===== src/rtl/ipv4_prefix_to_asn_lookup_core_assert.svh =====
// ----------------------------------------------------------------------------
// ipv4 prefix lookup assertion macros
// concurrent assertion wrappers, empty when SYNTHESIS is defined
// ----------------------------------------------------------------------------
`ifndef IPV4_PREFIX_TO_ASN_LOOKUP_CORE_ASSERT_SVH
`define IPV4_PREFIX_TO_ASN_LOOKUP_CORE_ASSERT_SVH
`ifndef SYNTHESIS
// property that must hold at every edge out of reset
`define IPLK_ASSERT(lbl, clk, rst_n, prop, msg) \
  lbl: assert property (@(posedge clk) disable iff (!rst_n) (prop)) else $error(msg);
// same-cycle implication
`define IPLK_ASSERT_IMPL(lbl, clk, rst_n, ante, cons, msg) \
  lbl: assert property (@(posedge clk) disable iff (!rst_n) (ante) |-> (cons)) \
    else $error(msg);
`else
`define IPLK_ASSERT(lbl, clk, rst_n, prop, msg)
`define IPLK_ASSERT_IMPL(lbl, clk, rst_n, ante, cons, msg)
`endif
`endif


===== src/rtl/iplk_ram.sv =====
// ----------------------------------------------------------------------------
// iplk_ram
// generic simple dual port ram, one write and one registered read port
// ----------------------------------------------------------------------------
`default_nettype none

module iplk_ram #(
  parameter int unsigned WIDTH = 8,
  parameter int unsigned DEPTH = 16
) (
  input  wire logic                     clk_i,
  input  wire logic                     we_i,
  input  wire logic [$clog2(DEPTH)-1:0] waddr_i,
  input  wire logic [WIDTH-1:0]         wdata_i,
  input  wire logic                     re_i,
  input  wire logic [$clog2(DEPTH)-1:0] raddr_i,
  output logic      [WIDTH-1:0]         rdata_o
);

  logic [WIDTH-1:0] mem_q [DEPTH];

  // write port
  always_ff @(posedge clk_i) begin
    if (we_i) begin
      mem_q[waddr_i] <= wdata_i;
    end
  end

  // registered read port
  always_ff @(posedge clk_i) begin
    if (re_i) begin
      rdata_o <= mem_q[raddr_i];
    end
  end

endmodule

`default_nettype wire


===== config.mk =====
export PLATFORM = sky130hd
export DESIGN_NAME = iplk_ram
export DESIGN_NICKNAME = d
export VERILOG_FILES = /design/src/rtl/ipv4_prefix_to_asn_lookup_core_assert.svh /design/src/rtl/iplk_ram.sv
export SDC_FILE = /design/constraint.sdc
export NUM_CORES = 1
export LEC_CHECK = 0
export ABC_AREA = 1
export ABC_CLOCK_PERIOD_IN_PS = 2200
export BUFFER_PORTS_ARGS = -buffer_cell sky130_fd_sc_hd__buf_2
export CELL_PAD_IN_SITES_DETAIL_PLACEMENT = 0
export CELL_PAD_IN_SITES_GLOBAL_PLACEMENT = 1
export CORE_MARGIN = 3
export CORE_UTILIZATION = 52
export DETAILED_ROUTE_END_ITERATION = 16
export PLACE_DENSITY_LB_ADDON = 0.1
export SYNTH_ARGS = -nofsm -noshare
export SYNTH_HDL_FRONTEND = slang
export SYNTH_SLANG_ARGS = --single-unit

===== constraint.sdc =====
create_clock -name clk_i -period 2.2 [get_ports clk_i]
set_clock_uncertainty 0.05 [all_clocks]
set_input_delay 0.55 -clock clk_i [delete_from_list [all_inputs] [get_ports clk_i]]
set_output_delay 0.55 -clock clk_i [all_outputs]
set_load 0.02 [all_outputs]

==> qor.log <==
[global_routing] number of global-route vias before repair 3665
[critical_path] kind of cell adding the most delay to the critical path flip-flops
[floorplanning] Die Ht 112.0 um
[critical_path] critical path endpoint category primary output
[critical_path] required arrival time at the worst endpoint 1.60 ns
[critical_path] maximum fanout encountered on the critical timing path 1
[critical_path] FF-to-FF End rdata_o[3]
[critical_path] critical path's slowest cell edfxtp_1
[drt] average wire length per cell after detail routing 17.71 um
[clocking] Clock Path Buffers 2
[clocking] CTS tree built
[synth] count of cell types in the netlist 11
[synth] most frequent cells after synthesis nand2_1 (173), edfxtp_1 (136), inv_1 (100)
[global_routing] overall track demand over capacity in global routing 22.47%
[placed_design] number of input and output port buffers inserted 26
[synth] most frequent cell after synthesis nand2_1
[power_and_ir_drop] total power per unit cell area 844.6 mW/mm^2
[synth] total nets after synthesis 570
[layout] Cell Count, Final, Fillers Out 749
[clocking] Setup Fix Bufs, Post-CTS 0
[floorplanning] die width 112.0 um
[sta] slew at the pin closest to its max-slew limit 0.5992 ns
[sta] total negative slack 0 ns
[power_and_ir_drop] Peak supply drop 0.5771 mV
[layout] final instance area 0.006704 sq mm
[sta] Slew headroom 60.00%
[synth] Async S/R FF share, synth 0%
[synth] Yosys Warn Count 0
[drt] met3 wire length 861 um
[drt] Routed met2 length 6.332 mm
[layout] antenna diode count 0
[critical_path] Buffers & Inverters on Critical Path 1
[critical_path] type of the worst setup path register to primary output
[synth] cell type with the highest aggregate area in the netlist edfxtp_1
[floorplanning] die area 0.01255 sq mm
[layout] area used by sequential logic in the layout 0.004084 sq mm
[placed_design] Post-DP Area 0.006223 sq mm
[drt] number of nets with antenna violations after routing 0
[sta] Final WS setup 0.5703 ns
[drt] Via density 5.041
[clocking] number of clock sinks 136
[synth] mean post-synth cell area 10.61 sq um
[power_and_ir_drop] power consumption 5662 uW
[sta] hold violation count in the final report 0
[drt] detailed-routing iteration count for the pre-antenna-repair pass 5
[synth] netlist area before placement 0.005847 sq mm
[synth] fraction of post-synthesis cell area in the top cell type by area 69.85%
[critical_path] Worst R2R Start mem_q[15][3]
[clocking] insertion delay to the later sink of the worst-skew pair 0.41 ns
[critical_path] Worst Reg2Reg Path Length in Cells 6
[critical_path] critical path's largest stage delay 0.43 ns
[worst_hold_path] Worst Hold Class input pin to register
[sta] Pins Over Slew Limit 0
[synth] top area cells in the synthesized netlist edfxtp_1 (70%), nand2_1 (11%), nand3_1 (8.3%)
[synth] number of synthesized flops with an enable pin 136
[drt] met1 wire length 5.946 mm
[layout] filler cell count in the final layout 921
[sta] final setup violation count 0
[clocking] number of clock buffers inserted by TritonCTS 17
[critical_path] CP Launch Point rdata_o[0]
[layout] area added between synthesis and finish 14.66%
[layout] total number of nets in the final design 616
[clocking] CTS clock-pin slew for the worst setup and hold paths 0.05 ns
[global_routing] antenna violations before repair 0
[floorplanning] I/O Pins 27
[placed_design] RePlAce Congestion 0.8129
[sta] shortest period the worst path allows 1.630 ns
[placed_design] post-detailed-placement half-perimeter wirelength 8.255 mm
[drt] final wirelength 13.26 mm
[power_and_ir_drop] static power due to leakage 0.002911 uW
[global_routing] remaining global-route overflow 0
[clocking] PostCTS Resize Cnt 0
[clocking] cell at the root of the clock tree clkbuf_16
[critical_path] critical path depth in cells 1
[drt] uppermost layer routed met4
[flow_run] max-capacitance violation count 0
[clocking] CTS Hold Bufs 0
[drt] Iteration-0 DRC Markers 369
[drt] number of vias in the routed layout 3776
[outcome] run status finished, final reports clean
[global_routing] pin count of the biggest net entering global routing 45
[floorplanning] starting utilization of the core area 53.47%
[sta] ratio of final minimum period to clock period 74.08%
[floorplanning] # rows 38
[synth] Mapped Cells 551
[floorplanning] Core ar. 0.01094 sq mm
[placed_design] worst setup timing slack at the placement stage 0.2711 ns
[critical_path] list of cells traversed by the critical path buf_2
[synth] flip-flop and latch count after synthesis 136
[sta] Fmax achieved 613.6 MHz
[layout] share of post-route cells with drive strength above 1 11.82%
[critical_path] slack of the worst reg-to-reg path 1.01 ns
[global_routing] first-pass GRT wire length 20.87 mm
[synth] Primary FF master, synth edfxtp_1
[placed_design] number of placed cells counting well taps 718
[sta] unrepaired setup endpoints after global routing false
[clocking] depth of the CTS H-tree 4
[layout] area of combinational cells with multiple inputs 0.001214 sq mm
[critical_path] critical path startpoint category register
[drt] Residual DRC 0
[critical_path] worst endpoint data arrival time 1.03 ns
[synth] part of the Yosys area used for sequential elements 69.85%
[critical_path] worst setup path end rdata_o[0]
## flip-flops by register name, indices dropped and copies added, names as in the netlist
signal   flops
mem_q      128
rdata_o      8
## layout by cell type, fill, tap and decap left out, drive strengths merged
cell | netlist | layout
edfxtp | 136 | 136
buf | 24 | 51
nand3b | 2 | 2
clkinv | 0 | 8
nand3 | 97 | 97
clkbuf | 0 | 23
nor2 | 17 | 17
nand2 | 173 | 173
inv | 102 | 102
## worst min-delay path by stage
stage / slack (ns) / depth (start not counted) / endpoint / startpoint
6_report: 0.47 / 1 / rdata_o[0] / re_i
5_1_grt: 0.46 / 1 / rdata_o[3] / re_i
4_1_cts: 0.46 / 1 / rdata_o[3] / re_i
3_5_place_dp: 0.68 / 6 / rdata_o[0] / mem_q[10][0]
3_3_place_gp: 0.68 / 6 / rdata_o[7] / mem_q[10][7]
2_1_floorplan: 0.60 / 0 / mem_q[0][0] / wdata_i[0]
## cells by family after synthesis
| kind of cell | share of synthesized area (%) |
|---|---|
| buffers and inverters | 9.394 |
| DFF | 69.85 |
| and+or+nand+nor | 20.76 |
## per-layer routing
metal | track usage, % | up-vias
li1 | - | 1873
met1 | 32.11 | 1772
met2 | 34.97 | 120
met3 | 5.822 | 11
met4 | 5.769 | 0
met5 | 0 | -
## power breakdown
group          switching [uW]  internal (uW)  leakage [uW]  total [uW]
logic                     265            114       0.00144         379
registers                15.6           2920       0.00124        2940
clock network             944           1400      0.000234        2350
total                    1230           4440       0.00291        5660
## metrics by stage
step,hold WS (ns),util (%)
3_3_place_gp,0.6771,56.91
4_1_cts,0.4612,61.30
2_1_floorplan,0.5989,-
6_report,0.4720,61.30
3_5_place_dp,0.6778,56.91
5_1_grt,0.4600,61.30
## cell type report
| class | count | share of cell area [%] |
|---|---|---|
| tap | 140 | 2.613 |
| sequential | 136 | 60.92 |
| clock buffer | 23 | 6.682 |
| multi-input combinational | 289 | 18.10 |
| timing repair buffer | 51 | 5.487 |
| inverter | 102 | 5.711 |
| clock inverter | 8 | 0.4853 |
No activity file was read; power rests on OpenSTA's default activity.
