File: src/rtl/ipv4_prefix_to_asn_lookup_core_assert.svh
// ----------------------------------------------------------------------------
// ipv4 prefix lookup assertion macros
// concurrent assertion wrappers, empty when SYNTHESIS is defined
// ----------------------------------------------------------------------------
`ifndef IPV4_PREFIX_TO_ASN_LOOKUP_CORE_ASSERT_SVH
`define IPV4_PREFIX_TO_ASN_LOOKUP_CORE_ASSERT_SVH
`ifndef SYNTHESIS
// property that must hold at every edge out of reset
`define IPLK_ASSERT(lbl, clk, rst_n, prop, msg) \
  lbl: assert property (@(posedge clk) disable iff (!rst_n) (prop)) else $error(msg);
// same-cycle implication
`define IPLK_ASSERT_IMPL(lbl, clk, rst_n, ante, cons, msg) \
  lbl: assert property (@(posedge clk) disable iff (!rst_n) (ante) |-> (cons)) \
    else $error(msg);
`else
`define IPLK_ASSERT(lbl, clk, rst_n, prop, msg)
`define IPLK_ASSERT_IMPL(lbl, clk, rst_n, ante, cons, msg)
`endif
`endif

File: src/rtl/iplk_pkg.sv
// ----------------------------------------------------------------------------
// iplk_pkg
// shared types, widths and constants of the ipv4 prefix to asn lookup core
// ----------------------------------------------------------------------------
`default_nettype none

package iplk_pkg;

  // table geometry
  localparam int unsigned TABLE_ENTRIES = 1024;
  localparam int unsigned IDX_W = $clog2(TABLE_ENTRIES);
  localparam int unsigned CNT_W = $clog2(TABLE_ENTRIES + 1);

  // field widths
  localparam int unsigned ADDR_W = 32;
  localparam int unsigned LEN_W  = 6;
  localparam int unsigned ASN_W  = 32;
  localparam int unsigned ENTRY_W = ADDR_W + LEN_W + ASN_W;

  // constants
  localparam logic [ASN_W-1:0] MISS_ASN = 32'hFFFF_FFFF;
  localparam logic [LEN_W-1:0] MAX_LEN  = 6'd32;
  localparam logic [LEN_W-1:0] ZERO_LEN = 6'd0;
  localparam logic [CNT_W-1:0] FULL_CNT = CNT_W'(TABLE_ENTRIES);
  localparam logic [CNT_W-1:0] CNT_ONE  = CNT_W'(1);

  // operation codes
  typedef enum logic {
    OP_LOOKUP = 1'b0,
    OP_INSERT = 1'b1
  } op_e;

  // status codes
  typedef enum logic {
    STATUS_DONE = 1'b0,
    STATUS_FULL = 1'b1
  } status_e;

  // sequencer states
  typedef enum logic [1:0] {
    ST_IDLE,
    ST_SCAN,
    ST_FINISH
  } state_e;

  // one stored table entry
  typedef struct packed {
    logic [ADDR_W-1:0] key;
    logic [LEN_W-1:0]  len;
    logic [ASN_W-1:0]  asn;
  } entry_t;

  // flags from the compare unit
  typedef struct packed {
    logic exact;   // same length and same key
    logic prefix;  // masked address equals key, length 1 to 32
  } match_t;

  // network mask for a prefix length, zero for length 0 or above 32
  function automatic logic [ADDR_W-1:0] prefix_mask(input logic [LEN_W-1:0] len);
    logic [ADDR_W-1:0] mask;
    mask = '0;
    if (len != ZERO_LEN && len <= MAX_LEN) begin
      mask = {ADDR_W{1'b1}} << (MAX_LEN - len);
    end
    return mask;
  endfunction

endpackage

`default_nettype wire

File: src/rtl/iplk_match.sv
// ----------------------------------------------------------------------------
// iplk_match
// shared compare unit: masks the request address to a stored length and
// compares it with the stored key, also checks for an exact key/length hit
// ----------------------------------------------------------------------------
`default_nettype none

module iplk_match (
  input  wire logic [iplk_pkg::ADDR_W-1:0] addr_i,
  input  wire logic [iplk_pkg::LEN_W-1:0]  len_i,
  input  wire iplk_pkg::entry_t            entry_i,
  output iplk_pkg::match_t                 match_o
);

  logic [iplk_pkg::ADDR_W-1:0] masked;
  logic                        len_ok;

  // mask to the entry length, length 0 never matches
  assign masked = addr_i & iplk_pkg::prefix_mask(entry_i.len);
  assign len_ok = (entry_i.len != iplk_pkg::ZERO_LEN) && (entry_i.len <= iplk_pkg::MAX_LEN);

  assign match_o.prefix = len_ok && (masked == entry_i.key);
  assign match_o.exact  = (entry_i.len == len_i) && (entry_i.key == addr_i);

endmodule

`default_nettype wire

File: config.mk
export PLATFORM = sky130hd
export DESIGN_NAME = iplk_match
export DESIGN_NICKNAME = d
export VERILOG_FILES = /design/src/rtl/ipv4_prefix_to_asn_lookup_core_assert.svh /design/src/rtl/iplk_pkg.sv /design/src/rtl/iplk_match.sv
export SDC_FILE = /design/constraint.sdc
export NUM_CORES = 1
export LEC_CHECK = 0
export BUFFER_PORTS_ARGS = -buffer_cell sky130_fd_sc_hd__buf_4
export CAP_MARGIN = 20
export CORE_MARGIN = 10
export CORE_UTILIZATION = 49
export DETAILED_ROUTE_END_ITERATION = 12
export GPL_TIMING_DRIVEN = 1
export PLACE_DENSITY = 0.9
export SYNTH_ARGS = -nofsm -noshare
export SYNTH_HDL_FRONTEND = slang
export SYNTH_SLANG_ARGS = --single-unit
File: constraint.sdc
create_clock -name vclk -period 4.65
set_clock_uncertainty 0.2 [all_clocks]
set_input_delay 0.2325 -clock vclk [all_inputs]
set_output_delay 0.2325 -clock vclk [all_outputs]
set_load 0.05 [all_outputs]
==> run metrics, run 1 <==
status finished, final reports clean; share of cells above drive strength 1 0.278; sequential cell area in the final layout 0 um2; slowest cell delay on critical path 0.64 ns; Pins Over Slew Limit 0; final weighted congestion in routability-driven placement between 0.9 and 1; maxcap violations 0; core area 0.00342 mm2; multi-input logic area 0.00167 mm2; synthesized netlist net count 366; DIE AREA 0.00639 mm2; required time of the critical path between 4 and 5 ns; overall die height 79.9 um; final period utilization 0.891; critical path buffer and inverter count 3; vias post-DR roughly 2200; Via-to-Cell Ratio around 6; Max Clock Freq between 200 and 250 MHz; number of clock buffer instances in the layout 0; worst-case hold slack 0.775 ns; placed cell area roughly 0.0023 mm2; DRT Wirelength 6.54 mm; sum of negative setup slack 0 ns; seq_cells 0; Crit. End Element output pin; number of nets still failing antenna checks after routing 0; number of rows in the core area 21; number of nets in the layout 434; hold-fix buffers at CTS 0; vias in the first global route roughly 2200; Tot Pwr 0.000225 W; setup violators final 0; Setup crit start kind primary input; cells resized by post-CTS repair 0; Avg Synthesized Cell Area 6.93 um2; cell-by-cell listing of the critical path buf_4 -> inv_1 -> ha_1 -> nor3b_2 -> xor2_1 -> a21o_1 -> nand3_1 -> a2bb2oi_1 -> o32a_1 -> or4_1 -> nor4_2 -> buf_4; unrepaired setup endpoints after global routing false; IO Pins 110; port buffer count between 70 and 80; arrival time of data at the critical path endpoint 3.71 ns; transition at the pin with the smallest max-transition slack between 0.7 and 0.8 ns; Leak 0.898 nW; antenna violations before repair 0; most used cell, CP buf_4; x dimension of the die between 70 and 80 um; number of warnings reported in the yosys synthesis log 0; antenna cell count 0; relative area change from synthesis to final layout 33.2%; first-pass GRT wire length between 10 and 15 mm; number of search-and-repair iterations in the first detailed-routing pass 4; maximum VDD drop 0.0505 mV; detail-routed net length per standard cell 17.9 um; top sig layer met4; effective utilization at floorplan 0.515; number of hold-slack violations in the final timing report 0; peak fanout along the critical path 15; layout filler cell count 316; instance count of the mapped netlist 254; postcts setup bufs 0; number of DRC violations after detailed routing 0; global-route usage over all layers 0.188; power density over the cells 95.9 mW/mm2; wire length on met3 679 um; headroom to the max-slew limit 0.508; detailed-routed wire length on met2 3.07 mm; Met1 Wirelength 2.66 mm; number of distinct library cell variants in the gate-level netlist after synthesis 56; category of the critical setup timing path in2out; largest net degree at the start of global routing 19; share of the yosys chip area belonging to registers 0; CP max stage cell xor2_1; post-layout minimum cycle time 4.14 ns; final standard cell area without fillers 0.00234 mm2; worst min-delay path class in2out; cell area after technology mapping 0.00176 mm2; global-route congestion overflow total 0; largest delay contributor family on the critical path simple AND/OR/NAND/NOR gates; number of violations reported at the end of detailed-routing iteration 0 121; placed wire-length estimate 5.48 mm
==> through the flow <==
step / setup WS, ns / util / std cells
final: 0.507 / 0.686 / 366
after detailed placement: 0.532 / 0.686 / 366
after global routing: 0.271 / 0.686 / 366
after global placement: 0.590 / 0.686 / 366
after floorplan: 0.690 / - / 254
after CTS: 0.539 / 0.686 / 366
==> per-layer routing <==
layer  track usage  vias up
met5             0        -
met4        0.0423        0
met3        0.0282       12
met2         0.335      116
met1         0.228      995
li1              -     1085
==> synthesized netlist by cell type (all sizes together) (6+ instances only) <==
library cell | count | share of area
o32ai | 6 | 0.041
a21oi | 13 | 0.037
nor2 | 18 | 0.038
inv | 6 | 0.013
nand2 | 17 | 0.036
o21ai | 12 | 0.036
nand4 | 8 | 0.028
o211ai | 7 | 0.030
nor4 | 8 | 0.032
xor2 | 37 | 0.18
o21a | 6 | 0.026
clkbuf | 8 | 0.017
nor3 | 9 | 0.026
xnor2 | 24 | 0.12
nand3 | 11 | 0.031
==> cell type report <==
| type | count | area share |
|---|---|---|
| multi-input combinational | 235 | 0.713 |
| timing repair buffer | 79 | 0.253 |
| tap | 46 | 0.0245 |
| inverter | 6 | 0.00961 |
==> cells in the final DEF, fill, tap and decap left out, drive strengths merged, types with 2 or more instances in the layout <==
master  Yosys  routed
o211ai      7       7
nor2       18      18
or4b        2       2
nor3b       4       4
o31ai       5       5
nand4       8       8
nand3b      2       2
a31oi       5       5
nor4        8       8
nand2b      4       4
o21a        6       6
nor3        9       9
nor2b       5       5
inv         6       6
nor4b       2       2
o32ai       6       6
a21oi      13      13
ha          4       4
xor2       37      37
o311a       2       2
nand3      11      11
or2         2       2
and4        2       2
or3         2       2
or4         2       2
buf         5      79
o311ai      2       2
nand2      17      17
xnor2      24      24
o21ai      12      12
==> cell families (layout without fill, tap and decap cells) <==
kind of cell	Yosys count	after routing	share of synthesized area
buffers and inverters	19	85	0.0505
XOR/XNOR	61	61	0.303
AO/OA/AOI/OAI	69	69	0.295
adder cells (fa/ha/maj)	4	4	0.0284
AND/OR/NAND/NOR	101	101	0.323
==> where the power goes <==
group | total, W | switching [W] | internal, W
Clock | 0 | 0 | 0
Sequential | 0 | 0 | 0
Combinational | 0.000225 | 0.000118 | 0.000107
==> final timing paths <==
check | startpoint | endpoint | slack (ns) | cells past startpoint
max | entry_i[33] | match_o[0] | 0.51 | 12
min | entry_i[57] | match_o[0] | 0.78 | 5
(Power assumes the default switching activity.)
==> inputs of run 2 (changes only) <==
--- a/config.mk
+++ b/config.mk
@@ -5,10 +5,10 @@
 export SDC_FILE = /design/constraint.sdc
 export NUM_CORES = 1
 export LEC_CHECK = 0
+export ABC_AREA = 1
 export BUFFER_PORTS_ARGS = -buffer_cell sky130_fd_sc_hd__buf_4
 export CAP_MARGIN = 20
-export CORE_MARGIN = 10
-export CORE_UTILIZATION = 49
+export CORE_UTILIZATION = 50
 export DETAILED_ROUTE_END_ITERATION = 12
 export GPL_TIMING_DRIVEN = 1
 export PLACE_DENSITY = 0.9
==> constraint.sdc (replaced) <==
create_clock -name vclk -period 4.65
set_clock_uncertainty 0.2 [all_clocks]
set_input_delay 0.2325 -clock vclk [all_inputs]
set_output_delay 0.2325 -clock vclk [all_outputs]
set_load 0.005 [all_outputs]
==> run 2 against run 1 <==
  * Sequential share of layout area unchanged
  * Wire length down 6.3%
  * Critical endpoint unchanged
  * Utilization up 2.0 points
  * First-iteration DRC count up 120%
  * Hold slack worse by 0.11 ns
  * Die area down 38%
  * Combinational power down 5%
  * Global-route usage up 12 points
==> run metrics, run 2 <==
status finished, final reports clean; Crit. End Element output pin; top cell type by total area after synthesis nand2_1; maxcap violations 0; largest delay contributor family on the critical path simple AND/OR/NAND/NOR gates; commonest non-fill, non-tap cell in the layout nand2_1; fraction of power spent switching nets 0.581; overall die height 62.8 um; number of DRC violations after detailed routing 0; Leak ~1.3 nW; arrival time of data at the critical path endpoint roughly 2.7 ns; sum of negative setup slack 0 ns; power share of the sequential group 0; internal cell power 0.0000895 W; global-route usage over all layers 0.311; slowest cell delay on critical path 0.50 ns; vias in the first global route 2301; Setup crit start kind primary input; number of nets still failing antenna checks after routing 0; cell area after technology mapping around 0.0019 mm2; most used cell, CP nand2_1; Max Clock Freq 324 MHz; number of search-and-repair iterations in the first detailed-routing pass 5; number of clock buffer instances in the layout 0; DRT Wirelength 6.13 mm; worst min-delay path class in2out; maximum VDD drop about 0.050 mV; sequential cell area in the final layout 0 um2; critical path buffer and inverter count 3; worst hold path startpoint len_i[5]; peak fanout along the critical path 23; power share of the combinational group 1.000; synthesized netlist net count 475; total stage count of the critical path 16; layout filler cell count ~330; worst hold stages 5; first-pass GRT wire length 10.2 mm; Avg Synthesized Cell Area 5.10 um2; placed wire-length estimate 5.06 mm; unrepaired setup endpoints after global routing false; instance count of the mapped netlist 363; transition at the pin with the smallest max-transition slack 0.486 ns; post-synth top area share 0.264; DIE AREA 0.00395 mm2; most numerous cell types in the synthesized netlist nand2_1, inv_1, nor2_1; share of the yosys chip area belonging to registers 0; required time of the critical path 4.22 ns; power density over the cells 88.0 mW/mm2; relative area change from synthesis to final layout 31.4%; number of hold-slack violations in the final timing report 0; x dimension of the die 62.8 um; cells resized by post-CTS repair 0; number of violations reported at the end of detailed-routing iteration 0 265; vias post-DR ~2700; cell with the most instances after synthesis nand2_1; detail-routed net length per standard cell roughly 13 um; Via-to-Cell Ratio 5.59; seq_cells 0; final weighted congestion in routability-driven placement between 0.9 and 1; Post-Layout Cell Count 480; Finished Core Util 0.706; CP max stage cell nor2_4; antenna violations before repair 0; postcts setup bufs 0; headroom to the max-slew limit 0.673; number of warnings reported in the yosys synthesis log 0; launch point of the critical path entry_i[32]; cell-by-cell listing of the critical path buf_4 -> inv_1 -> ha_1 -> nand2_1 -> nand2_1 -> nand2_2 -> nor2_4 -> nand2_1 -> nand2_1 -> nand2_1 -> nor2_1 -> nand2_1 -> nor2_1 -> nand2_1 -> nor2_1 -> buf_4; number of rows in the core area 21; effective utilization at floorplan 0.538; final period utilization 0.664; core area 0.00344 mm2; global-route congestion overflow total 0; cell total after placement 480; category of the critical setup timing path in2out; net switching power of the design 0.000124 W; port buffer count 78; clock share of power 0; Tot Pwr 0.000214 W; cell types with the largest area share after synthesis nand2_1, inv_1, nand4_1, nor2_1, nand3_1; hold-fix buffers at CTS 0; setup violators final 0; number of nets in the layout 548; number of distinct library cell variants in the gate-level netlist after synthesis 32; largest net degree at the start of global routing 28; antenna cell count 0; share of cells above drive strength 1 0.242; Pins Over Slew Limit 0; post-layout minimum cycle time approximately 3.1 ns; most used cells in the layout excluding fill and tap cells nand2_1, buf_4, inv_1; IO Pins 110
## run 2: cell types whose count changed in the layout (fill, tap and decap cells not counted), sizes merged, moves of 7 or more
cell    previous run  this run
o211ai             7         0
nor2              18        44
a21oi             13         3
nand3             11        36
inv                6        47
xnor2             24         1
xor2              37        16
nand2             17       138
nand4              8        26
## run 2: worst paths after layout
kind / end / slack [ns]
worst max-delay path: match_o[0] / 1.56
worst min-delay path: match_o[1] / 0.67
## run 2: power groups by stage
| stage | clock, W | sequential [W] | combinational, W |
|---|---|---|---|
| floorplan | 0 | 0 | 0.000119 |
| global placement | 0 | 0 | 0.000204 |
| detailed placement | 0 | 0 | 0.000208 |
| CTS | 0 | 0 | 0.000209 |
| global route | 0 | 0 | 0.000236 |
| finish | 0 | 0 | 0.000214 |
## run 2: per-stage QoR
step	setup WS (ns)	area [um2]	hold slack, ns
after floorplan	2.46	1850	0.422
after global placement	1.68	2430	0.667
after detailed placement	1.60	2430	0.661
after CTS	1.60	2430	0.664
after global routing	1.23	2430	0.691
final	1.56	2430	0.670
## run 2: area by class of cell
cell class | instances | area [um2] | share of cell area
inverters | 47 | 176 | 0.0726
multi-input cells | 309 | 1610 | 0.663
repair buffers | 78 | 586 | 0.241
well taps | 46 | 57.6 | 0.0237
## run 2: cells by family after synthesis
group                    share of synthesized area
AND/OR/NAND/NOR                              0.683
buffers and inverters                        0.129
AO/OA/AOI/OAI                               0.0805
XOR/XNOR                                    0.0805
adder cells (fa/ha/maj)                     0.0270
## run 2: per-layer routing
| layer | GRT usage | wire length [um] | up-vias |
|---|---|---|---|
| met4 | 0.0378 | 96 | 0 |
| met1 | 0.445 | 2640 | 1150 |
| met3 | 0.0201 | 670 | 15 |
| met2 | 0.518 | 2720 | 186 |
| li1 | - | - | 1334 |
| met5 | 0 | 0 | - |
